[src/rtl/bmp565_pkg.sv]
`timescale 1ns / 1ps

package bmp565_pkg;

    typedef enum logic [1:0] {
        FMT_RGB16       = 2'd0,
        FMT_RGB16_ALPHA = 2'd1,
        FMT_BGR24       = 2'd2,
        FMT_BGRA32      = 2'd3
    } pixel_format_t;

    typedef enum logic [1:0] {
        REG_PIXEL_FORMAT  = 2'd0,
        REG_ROW_WIDTH     = 2'd1,
        REG_PAD_BYTES     = 2'd2,
        REG_MASKING_COLOR = 2'd3
    } cfg_index_t;

    localparam int CFG_DATA_W  = 16;
    localparam int ROW_WIDTH_W = 11;

    localparam pixel_format_t PIXEL_FORMAT_RESET  = FMT_BGR24;
    localparam logic [ROW_WIDTH_W-1:0] ROW_WIDTH_RESET = 11'd320;
    localparam logic [1:0]  PAD_BYTES_RESET       = 2'd0;
    localparam logic [15:0] MASKING_COLOR_RESET   = 16'h0000;

    // lowest green bit of an RGB565 word
    localparam logic [15:0] GREEN_LSB = 16'h0020;

endpackage

[src/rtl/bmp565_byte_if.sv]
`timescale 1ns / 1ps

interface bmp565_byte_if;
    logic       valid;
    logic       ready;
    logic [7:0] data_byte;

    modport source (output valid, output data_byte, input ready);
    modport sink   (input valid, input data_byte, output ready);
endinterface

[src/rtl/bmp565_pixel_if.sv]
`timescale 1ns / 1ps

interface bmp565_pixel_if;
    logic        valid;
    logic        ready;
    logic [15:0] pixel;
    logic        row_end;

    modport source (output valid, output pixel, output row_end, input ready);
    modport sink   (input valid, input pixel, input row_end, output ready);
endinterface

[src/rtl/bmp_row_to_rgb565_converter_core.sv]
`timescale 1ns / 1ps

// Bitmap row to RGB565 converter. Takes one byte per cycle on the byte channel and
// gives one RGB565 word on the pixel channel for each completed pixel (2, 3 or 4
// bytes by format); row filler bytes are dropped. A byte goes into an input
// register and is converted and counted on its way into the result register,
// from which the finished pixel is offered. The byte channel accepts a
// transaction every cycle; it stalls only while a finished pixel waits in the
// result register and the byte in the input register would complete another one.
// Write configuration registers only while the block is idle (not enforced).

module bmp_row_to_rgb565_converter_core
#(
    parameter int MAX_WIDTH = 1024
)
(
    input  logic                                clk,
    input  logic                                rst_n,
    bmp565_byte_if.sink                         bytes,
    bmp565_pixel_if.source                      pixels,
    input  logic                                cfg_we,
    input  bmp565_pkg::cfg_index_t              cfg_index,
    input  logic [bmp565_pkg::CFG_DATA_W-1:0]   cfg_data
);

    localparam int CNT_W  = (MAX_WIDTH > 1) ? $clog2(MAX_WIDTH) : 1;
    localparam int LIM_W  = ($clog2(MAX_WIDTH + 1) > bmp565_pkg::ROW_WIDTH_W)
                            ? $clog2(MAX_WIDTH + 1) : bmp565_pkg::ROW_WIDTH_W;
    localparam int CMP_W  = LIM_W + 1;

    // configuration
    bmp565_pkg::pixel_format_t            pixel_format_reg;
    logic [bmp565_pkg::ROW_WIDTH_W-1:0]   row_width_reg;
    logic [1:0]                           pad_bytes_reg;
    logic [15:0]                          masking_color_reg;

    // stream state
    logic [23:0]      byte_gather_reg, byte_gather_next;
    logic [1:0]       byte_phase_reg, byte_phase_next;
    logic [CNT_W-1:0] column_count_reg, column_count_next;
    logic [1:0]       pad_count_reg, pad_count_next;
    logic             in_padding_reg, in_padding_next;

    // input and result registers
    logic             s1_valid_reg, s1_valid_next;
    logic [7:0]       s1_byte_reg;
    logic             out_valid_reg, out_valid_next;
    logic [15:0]      pixel_reg;
    logic             row_end_reg;

    logic [2:0]       bytes_per_pixel;
    logic [2:0]       phase_inc;
    logic             pixel_done;
    logic             produces;
    logic             advance;
    logic             last_col;
    logic [1:0]       pad_inc;
    logic [CMP_W-1:0] width_ext;
    logic [CMP_W-1:0] eff_width;
    logic [CMP_W-1:0] column_inc;
    logic [15:0]      packed_pixel;

    always_ff @(posedge clk or negedge rst_n)
    begin
        if (!rst_n)
        begin
            pixel_format_reg  <= bmp565_pkg::PIXEL_FORMAT_RESET;
            row_width_reg     <= bmp565_pkg::ROW_WIDTH_RESET;
            pad_bytes_reg     <= bmp565_pkg::PAD_BYTES_RESET;
            masking_color_reg <= bmp565_pkg::MASKING_COLOR_RESET;
        end
        else if (cfg_we)
        begin
            case (cfg_index)
                bmp565_pkg::REG_PIXEL_FORMAT:
                    pixel_format_reg  <= bmp565_pkg::pixel_format_t'(cfg_data[1:0]);
                bmp565_pkg::REG_ROW_WIDTH:
                    row_width_reg     <= cfg_data[bmp565_pkg::ROW_WIDTH_W-1:0];
                bmp565_pkg::REG_PAD_BYTES:
                    pad_bytes_reg     <= cfg_data[1:0];
                bmp565_pkg::REG_MASKING_COLOR:
                    masking_color_reg <= cfg_data[15:0];
                default:
                    ;
            endcase
        end
    end

    always_comb
    begin
        case (pixel_format_reg)
            bmp565_pkg::FMT_BGRA32: bytes_per_pixel = 3'd4;
            bmp565_pkg::FMT_BGR24:  bytes_per_pixel = 3'd3;
            default:                bytes_per_pixel = 3'd2;
        endcase
    end

    assign phase_inc  = {1'b0, byte_phase_reg} + 3'd1;
    assign pixel_done = (phase_inc >= bytes_per_pixel);
    assign produces   = !in_padding_reg && pixel_done;
    assign advance    = s1_valid_reg && (!produces || !out_valid_reg || pixels.ready);
    assign bytes.ready = !s1_valid_reg || advance;

    // zero counts as one, anything above the maximum as the maximum
    assign width_ext  = CMP_W'(row_width_reg);
    assign eff_width  = (width_ext == '0) ? CMP_W'(1)
                      : (width_ext > CMP_W'(MAX_WIDTH)) ? CMP_W'(MAX_WIDTH) : width_ext;
    assign column_inc = CMP_W'(column_count_reg) + CMP_W'(1);
    assign last_col   = (column_inc >= eff_width);
    assign pad_inc    = pad_count_reg + 2'd1;

    bmp565_pixel_pack u_pack
    (
        .pixel_format  (pixel_format_reg),
        .gather        (byte_gather_reg),
        .last_byte     (s1_byte_reg),
        .masking_color (masking_color_reg),
        .pixel         (packed_pixel)
    );

    always_comb
    begin
        byte_gather_next  = byte_gather_reg;
        byte_phase_next   = byte_phase_reg;
        column_count_next = column_count_reg;
        pad_count_next    = pad_count_reg;
        in_padding_next   = in_padding_reg;
        if (advance)
        begin
            if (in_padding_reg)
            begin
                if ((pad_inc == 2'd0) || (pad_inc >= pad_bytes_reg))
                begin
                    in_padding_next = 1'b0;
                    pad_count_next  = 2'd0;
                end
                else
                begin
                    pad_count_next = pad_inc;
                end
            end
            else if (!pixel_done)
            begin
                case (byte_phase_reg)
                    2'd0:    byte_gather_next[7:0]   = byte_gather_reg[7:0]   | s1_byte_reg;
                    2'd1:    byte_gather_next[15:8]  = byte_gather_reg[15:8]  | s1_byte_reg;
                    2'd2:    byte_gather_next[23:16] = byte_gather_reg[23:16] | s1_byte_reg;
                    default: ;
                endcase
                byte_phase_next = phase_inc[1:0];
            end
            else
            begin
                byte_gather_next = '0;
                byte_phase_next  = 2'd0;
                if (last_col)
                begin
                    column_count_next = '0;
                    if (pad_bytes_reg != 2'd0)
                    begin
                        in_padding_next = 1'b1;
                        pad_count_next  = 2'd0;
                    end
                end
                else
                begin
                    column_count_next = column_inc[CNT_W-1:0];
                end
            end
        end
    end

    always_comb
    begin
        s1_valid_next = s1_valid_reg;
        if (bytes.ready)
            s1_valid_next = bytes.valid;
        out_valid_next = out_valid_reg;
        if (advance && produces)
            out_valid_next = 1'b1;
        else if (pixels.ready)
            out_valid_next = 1'b0;
    end

    always_ff @(posedge clk or negedge rst_n)
    begin
        if (!rst_n)
        begin
            byte_gather_reg  <= '0;
            byte_phase_reg   <= 2'd0;
            column_count_reg <= '0;
            pad_count_reg    <= 2'd0;
            in_padding_reg   <= 1'b0;
            s1_valid_reg     <= 1'b0;
            out_valid_reg    <= 1'b0;
        end
        else
        begin
            byte_gather_reg  <= byte_gather_next;
            byte_phase_reg   <= byte_phase_next;
            column_count_reg <= column_count_next;
            pad_count_reg    <= pad_count_next;
            in_padding_reg   <= in_padding_next;
            s1_valid_reg     <= s1_valid_next;
            out_valid_reg    <= out_valid_next;
        end
    end

    always_ff @(posedge clk)
    begin
        if (bytes.valid && bytes.ready)
            s1_byte_reg <= bytes.data_byte;
        if (advance && produces)
        begin
            pixel_reg   <= packed_pixel;
            row_end_reg <= last_col;
        end
    end

    assign pixels.valid   = out_valid_reg;
    assign pixels.pixel   = pixel_reg;
    assign pixels.row_end = row_end_reg;

endmodule

[src/rtl/bmp565_pixel_pack.sv]
`timescale 1ns / 1ps

module bmp565_pixel_pack
(
    input  bmp565_pkg::pixel_format_t pixel_format,
    input  logic [23:0]               gather,
    input  logic [7:0]                last_byte,
    input  logic [15:0]               masking_color,
    output logic [15:0]               pixel
);

    logic [7:0]  b0;
    logic [7:0]  b1;
    logic [7:0]  b2;
    logic [15:0] word;
    logic [15:0] bgra_pack;
    logic [4:0]  green16;

    assign b0   = gather[7:0];
    assign b1   = gather[15:8];
    assign b2   = gather[23:16];
    assign word = {last_byte, b0};

    assign bgra_pack = {b2[7:3], b1[7:2], b0[7:3]};
    // 16-bit alpha: green low bit flips on a raw match with the masking colour
    assign green16   = word[9:5] ^ {4'd0, (word == masking_color)};

    always_comb
    begin
        case (pixel_format)
            bmp565_pkg::FMT_BGRA32:
            begin
                if (last_byte == 8'd0)
                    pixel = masking_color;
                else if (bgra_pack == masking_color)
                    pixel = bgra_pack ^ bmp565_pkg::GREEN_LSB;
                else
                    pixel = bgra_pack;
            end
            bmp565_pkg::FMT_BGR24:
                pixel = {last_byte[7:3], b1[7:2], b0[7:3]};
            bmp565_pkg::FMT_RGB16_ALPHA:
            begin
                if (!word[15])
                    pixel = masking_color;
                else
                    pixel = {word[14:10], green16, 1'b0, word[4:0]};
            end
            default:
                pixel = word;
        endcase
    end

endmodule

[src/flat_wrapper.sv]
// flat-port wrapper written by rule: the top's interface ports become plain ports
module bmp_row_to_rgb565_converter_core_flat 
#(
    parameter int MAX_WIDTH = 1024
)
  (clk, rst_n, cfg_we, cfg_index, cfg_data, bytes_valid, bytes_data_byte, bytes_ready, pixels_valid, pixels_pixel, pixels_row_end, pixels_ready);
  bmp565_byte_if bytes_i ();
  bmp565_pixel_if pixels_i ();
  input  logic clk;
  input  logic rst_n;
  input  logic cfg_we;
  input  bmp565_pkg::cfg_index_t cfg_index;
  input  logic [bmp565_pkg::CFG_DATA_W-1:0] cfg_data;
  input wire logic [$bits(bytes_i.valid)-1:0] bytes_valid;
  input wire logic [$bits(bytes_i.data_byte)-1:0] bytes_data_byte;
  output wire logic [$bits(bytes_i.ready)-1:0] bytes_ready;
  output wire logic [$bits(pixels_i.valid)-1:0] pixels_valid;
  output wire logic [$bits(pixels_i.pixel)-1:0] pixels_pixel;
  output wire logic [$bits(pixels_i.row_end)-1:0] pixels_row_end;
  input wire logic [$bits(pixels_i.ready)-1:0] pixels_ready;
  assign bytes_i.valid = bytes_valid;
  assign bytes_i.data_byte = bytes_data_byte;
  assign bytes_ready = bytes_i.ready;
  assign pixels_valid = pixels_i.valid;
  assign pixels_pixel = pixels_i.pixel;
  assign pixels_row_end = pixels_i.row_end;
  assign pixels_i.ready = pixels_ready;
  bmp_row_to_rgb565_converter_core #(.MAX_WIDTH(MAX_WIDTH)) u_core (.clk(clk), .rst_n(rst_n), .bytes(bytes_i), .pixels(pixels_i), .cfg_we(cfg_we), .cfg_index(cfg_index), .cfg_data(cfg_data));
endmodule
[config.mk]
export PLATFORM = sky130hd
export DESIGN_NAME = bmp_row_to_rgb565_converter_core_flat
export DESIGN_NICKNAME = d
export VERILOG_FILES = /design/src/rtl/bmp565_pkg.sv /design/src/rtl/bmp565_byte_if.sv /design/src/rtl/bmp565_pixel_if.sv /design/src/rtl/bmp_row_to_rgb565_converter_core.sv /design/src/rtl/bmp565_pixel_pack.sv /design/src/flat_wrapper.sv
export SDC_FILE = /design/constraint.sdc
export NUM_CORES = 1
export LEC_CHECK = 0
export BUFFER_PORTS_ARGS = -buffer_cell sky130_fd_sc_hd__buf_2
export CORE_UTILIZATION = 60
export CTS_CLUSTER_DIAMETER = 150
export DETAILED_ROUTE_END_ITERATION = 8
export GPL_ROUTABILITY_DRIVEN = 1
export GPL_TIMING_DRIVEN = 1
export PLACE_DENSITY_LB_ADDON = 0.2
export SYNTH_ARGS = -nofsm -noshare
export SYNTH_HDL_FRONTEND = slang
export SYNTH_SLANG_ARGS = --single-unit
[constraint.sdc]
create_clock -name clk -period 8.6 [get_ports clk]
set_input_delay 0.86 -clock clk [delete_from_list [all_inputs] [get_ports clk]]
set_output_delay 0.86 -clock clk [all_outputs]
set_load 0.05 [all_outputs]
==> run summary <==
Run status
- finished clean — run status

Drt
- met4 — highest metal layer with signal wires
- 4810 um — length of routed met2 wiring
- 17.5 um — Avg WL per Cell
- 4650 um — met1 routed wirelength after detailed routing
- 754 um — amount of wire on met3 after detailed routing
- 7 — drt pass-1 iters
- 3,624 — number of vias in the routed layout
- 0 — DRC violation count after routing
- 330 — violation count after the first detailed-routing iteration
- 6.10 — vias per cell
- 0 — residual antenna-violating net count after detailed routing
- 10,400 um — Total Wirelength

Global route
- 0 — number of antenna violations at the first check in global routing
- 27.0% — global-route total usage across every layer
- 68 — largest net degree at the start of global routing
- 3,450 — number of global-route vias before repair
- 17,400 um — global-route wire length before repair
- 0 — Congestion Overflow GR

STA
- 1.19 ns — Worst-Margin Slew
- 42.9% — Final Cycle Share
- 0 — hold violation total from the final report
- 0 ns — setup TNS after final layout
- false — unrepaired setup endpoints after global routing
- 0 — Max Transition Viols Final
- 4.91 ns — worst setup margin
- 3.69 ns — time the worst path needs with I/O delays and setup
- 19.5% — Rel. slew slack
- 0 — Final setup viols
- 0.00973 ns — clk_skew
- 0.271 GHz — highest attainable clock frequency
- 0.545 ns — worst hold slack

Die
- 0.00777 mm2 — core region area
- 91.9 um — die outline width
- 0.00844 mm2 — Die Area
- 62.4% — starting density of the core
- 91.9 um — die height
- 50 — Top Ports
- 32 — standard-cell rows

Logic synthesis
- 92 — flip-flop and latch count after synthesis
- dfrtp_1 — cell type contributing the most total cell area after synthesis
- 10.9 um2 — average cell area after synthesis
- dfrtp_1 33%, edfxtp_1 15%, mux2_2 7.2%, ha_1 5.7%, xnor2_1 3.8% — top cells by area, synth
- 72.8% — proportion of synthesized flip-flops having asynchronous set or reset
- 25 — Post-synth EDFFs
- 497 — post-synthesis net count
- dfrtp_1 — library cell with the highest instance count after synthesis
- 33.0% — share of the synthesized area in the top cell type
- dfrtp_1 — commonest register cell after synthesis
- 0 — Synth Warn #
- 0.00485 mm2 — combined area of all synthesized cells
- 50.1% — part of the Yosys area used for sequential elements
- 444 — count of mapped cells out of synthesis
- 48 — number of unique standard cell types used by synthesis
- 64 x dfrtp_1, 48 x nand2_1, 36 x nor2_1 — leading cell types by count after synthesis

Critical path
- reg -> reg — critical path start-end classification
- register — Worst setup SP type
- 8.82 ns — worst endpoint required time
- 11 — worst reg-to-reg path cell count
- register — endpoint type of the worst setup path
- 12 — highest net fanout along the worst path
- 3.90 ns — CP arrival

Pwr
- 0.000162 V — highest ir drop seen on vdd
- 1.70 mW — power consumption
- 316 mW/mm2 — ratio of total power to cell area
- 2.42 nW — leakage power total

Min path
- reg -> reg — type of the worst min-delay path
- 2 — Worst Hold Depth

CTS
- 0 — Hold-fix buffers, CTS
- 0.09 ns — clock transition at the registers of the reported paths
- 9 — Inserted Clock Buffers
- 0 — post-CTS setup buffer count
- 0.36 ns — source-to-sink clock delay at the later pin of the worst-skew pair
- 0 — CTS-repair resized insts
- yes — TritonCTS clock tree
- clkbuf_8 — clock root buffer
- 3 — H-tree Lvls
- 2 — clk buf depth
- 92 — clock tree sinks

Placement
- 4.95 ns — post-placement setup slack
- 49 — Port Buffers
- 7460 um — DPL Wire Length
- 0.900 — weighted congestion reported at the end of routability-driven placement

Run
- 0 — max-capacitance violation count

Cells and area
- 19 — number of flip-flops in the largest register
- 10.6% — area overhead of the layout relative to synthesis
- 540 — number of nets at the end of the flow
- 23.4% — layout cells sized above 1
- 0 — Diodes inserted
- 69.0% — final core utilization

-- path summary, 6_finish.rpt --
kind                                                 start                         end  slack [ns]
worst min-delay path            u_core.column_count_reg[1]  u_core.column_count_reg[1]        0.55
worst min register to register  u_core.column_count_reg[1]  u_core.column_count_reg[1]        0.55
max in group asynchronous                            rst_n     u_core.pad_count_reg[0]        7.37
worst max register to register  u_core.column_count_reg[0]     u_core.pad_count_reg[0]        4.91
min in group asynchronous                            rst_n  u_core.column_count_reg[7]        0.68
worst max-delay path            u_core.column_count_reg[0]     u_core.pad_count_reg[0]        4.91
-- worst max-delay path: stages (launching register included) --
cell	delay [ns]
dfrtp_1	0.43
ha_1	0.26
and3_1	0.23
and3_1	0.21
and3_1	0.18
ha_1	0.29
nand3_1	0.11
nor2_1	0.12
o2111ai_1	0.11
o21ai_0	0.93
nor4b_1	0.54
o22ai_1	0.12
-- per-layer routing --
layer  up-vias  global-route usage (%)
met3        17                    4.64
met1      1777                    39.5
met5         -                       0
met4         0                    8.98
met2       158                    40.9
li1       1672                       -
-- kinds of logic (layout without fill, tap and decap cells) --
| group | Yosys count | in the layout | synth area share [%] |
|---|---|---|---|
| AO/OA/AOI/OAI | 81 | 81 | 12.0 |
| XOR/XNOR | 42 | 42 | 7.59 |
| adder cells (fa/ha/maj) | 22 | 22 | 5.68 |
| buffers and inverters | 38 | 86 | 3.41 |
| flip-flops | 92 | 92 | 50.1 |
| multiplexers | 31 | 31 | 7.20 |
| AND/OR/NAND/NOR | 138 | 138 | 14.0 |
-- final cells by class --
class | instances | area, um2
fillers | 632 | 2410
flip-flops and latches | 92 | 2430
multi-input cells | 314 | 2260
inverters | 19 | 71.3
repair buffers | 51 | 260
well taps | 102 | 128
clock inverters | 7 | 90.1
clock buffers | 9 | 124
-- where the power goes --
group          switching [mW]  internal, mW  leakage [nW]
sequential              0.140         0.595          1.07
clock                   0.150         0.163         0.107
combinational           0.403         0.245          1.24
total                   0.693          1.00          2.42
-- through the flow --
stage	instances	cell area [um2]
2_1_floorplan	444	4850
5_1_grt	594	5360
3_3_place_gp	578	5150
4_1_cts	594	5360
6_report	594	5360
3_5_place_dp	578	5150
-- placed cells by master, fill, tap and decap left out, drive strengths merged, types with 3 or more instances in the layout --
master  Yosys  final
ha         22     22
nand2b      6      6
a222oi     10     10
nor2b       3      3
inv        17     18
edfxtp     25     25
o21ai      17     17
a221oi      4      4
dfrtp      64     64
a21o        4      4
a31oi      19     19
nor2       40     40
mux2       31     31
nor3        3      3
nand4       5      5
nand3      13     13
a21oi      14     14
xnor2      21     21
xor2       21     21
buf         6     51
nand2      48     48
nor4        6      6
and3        5      5
clkinv      2      5
dfstp       3      3
clkbuf     13      9
(Power assumes the default switching activity.)
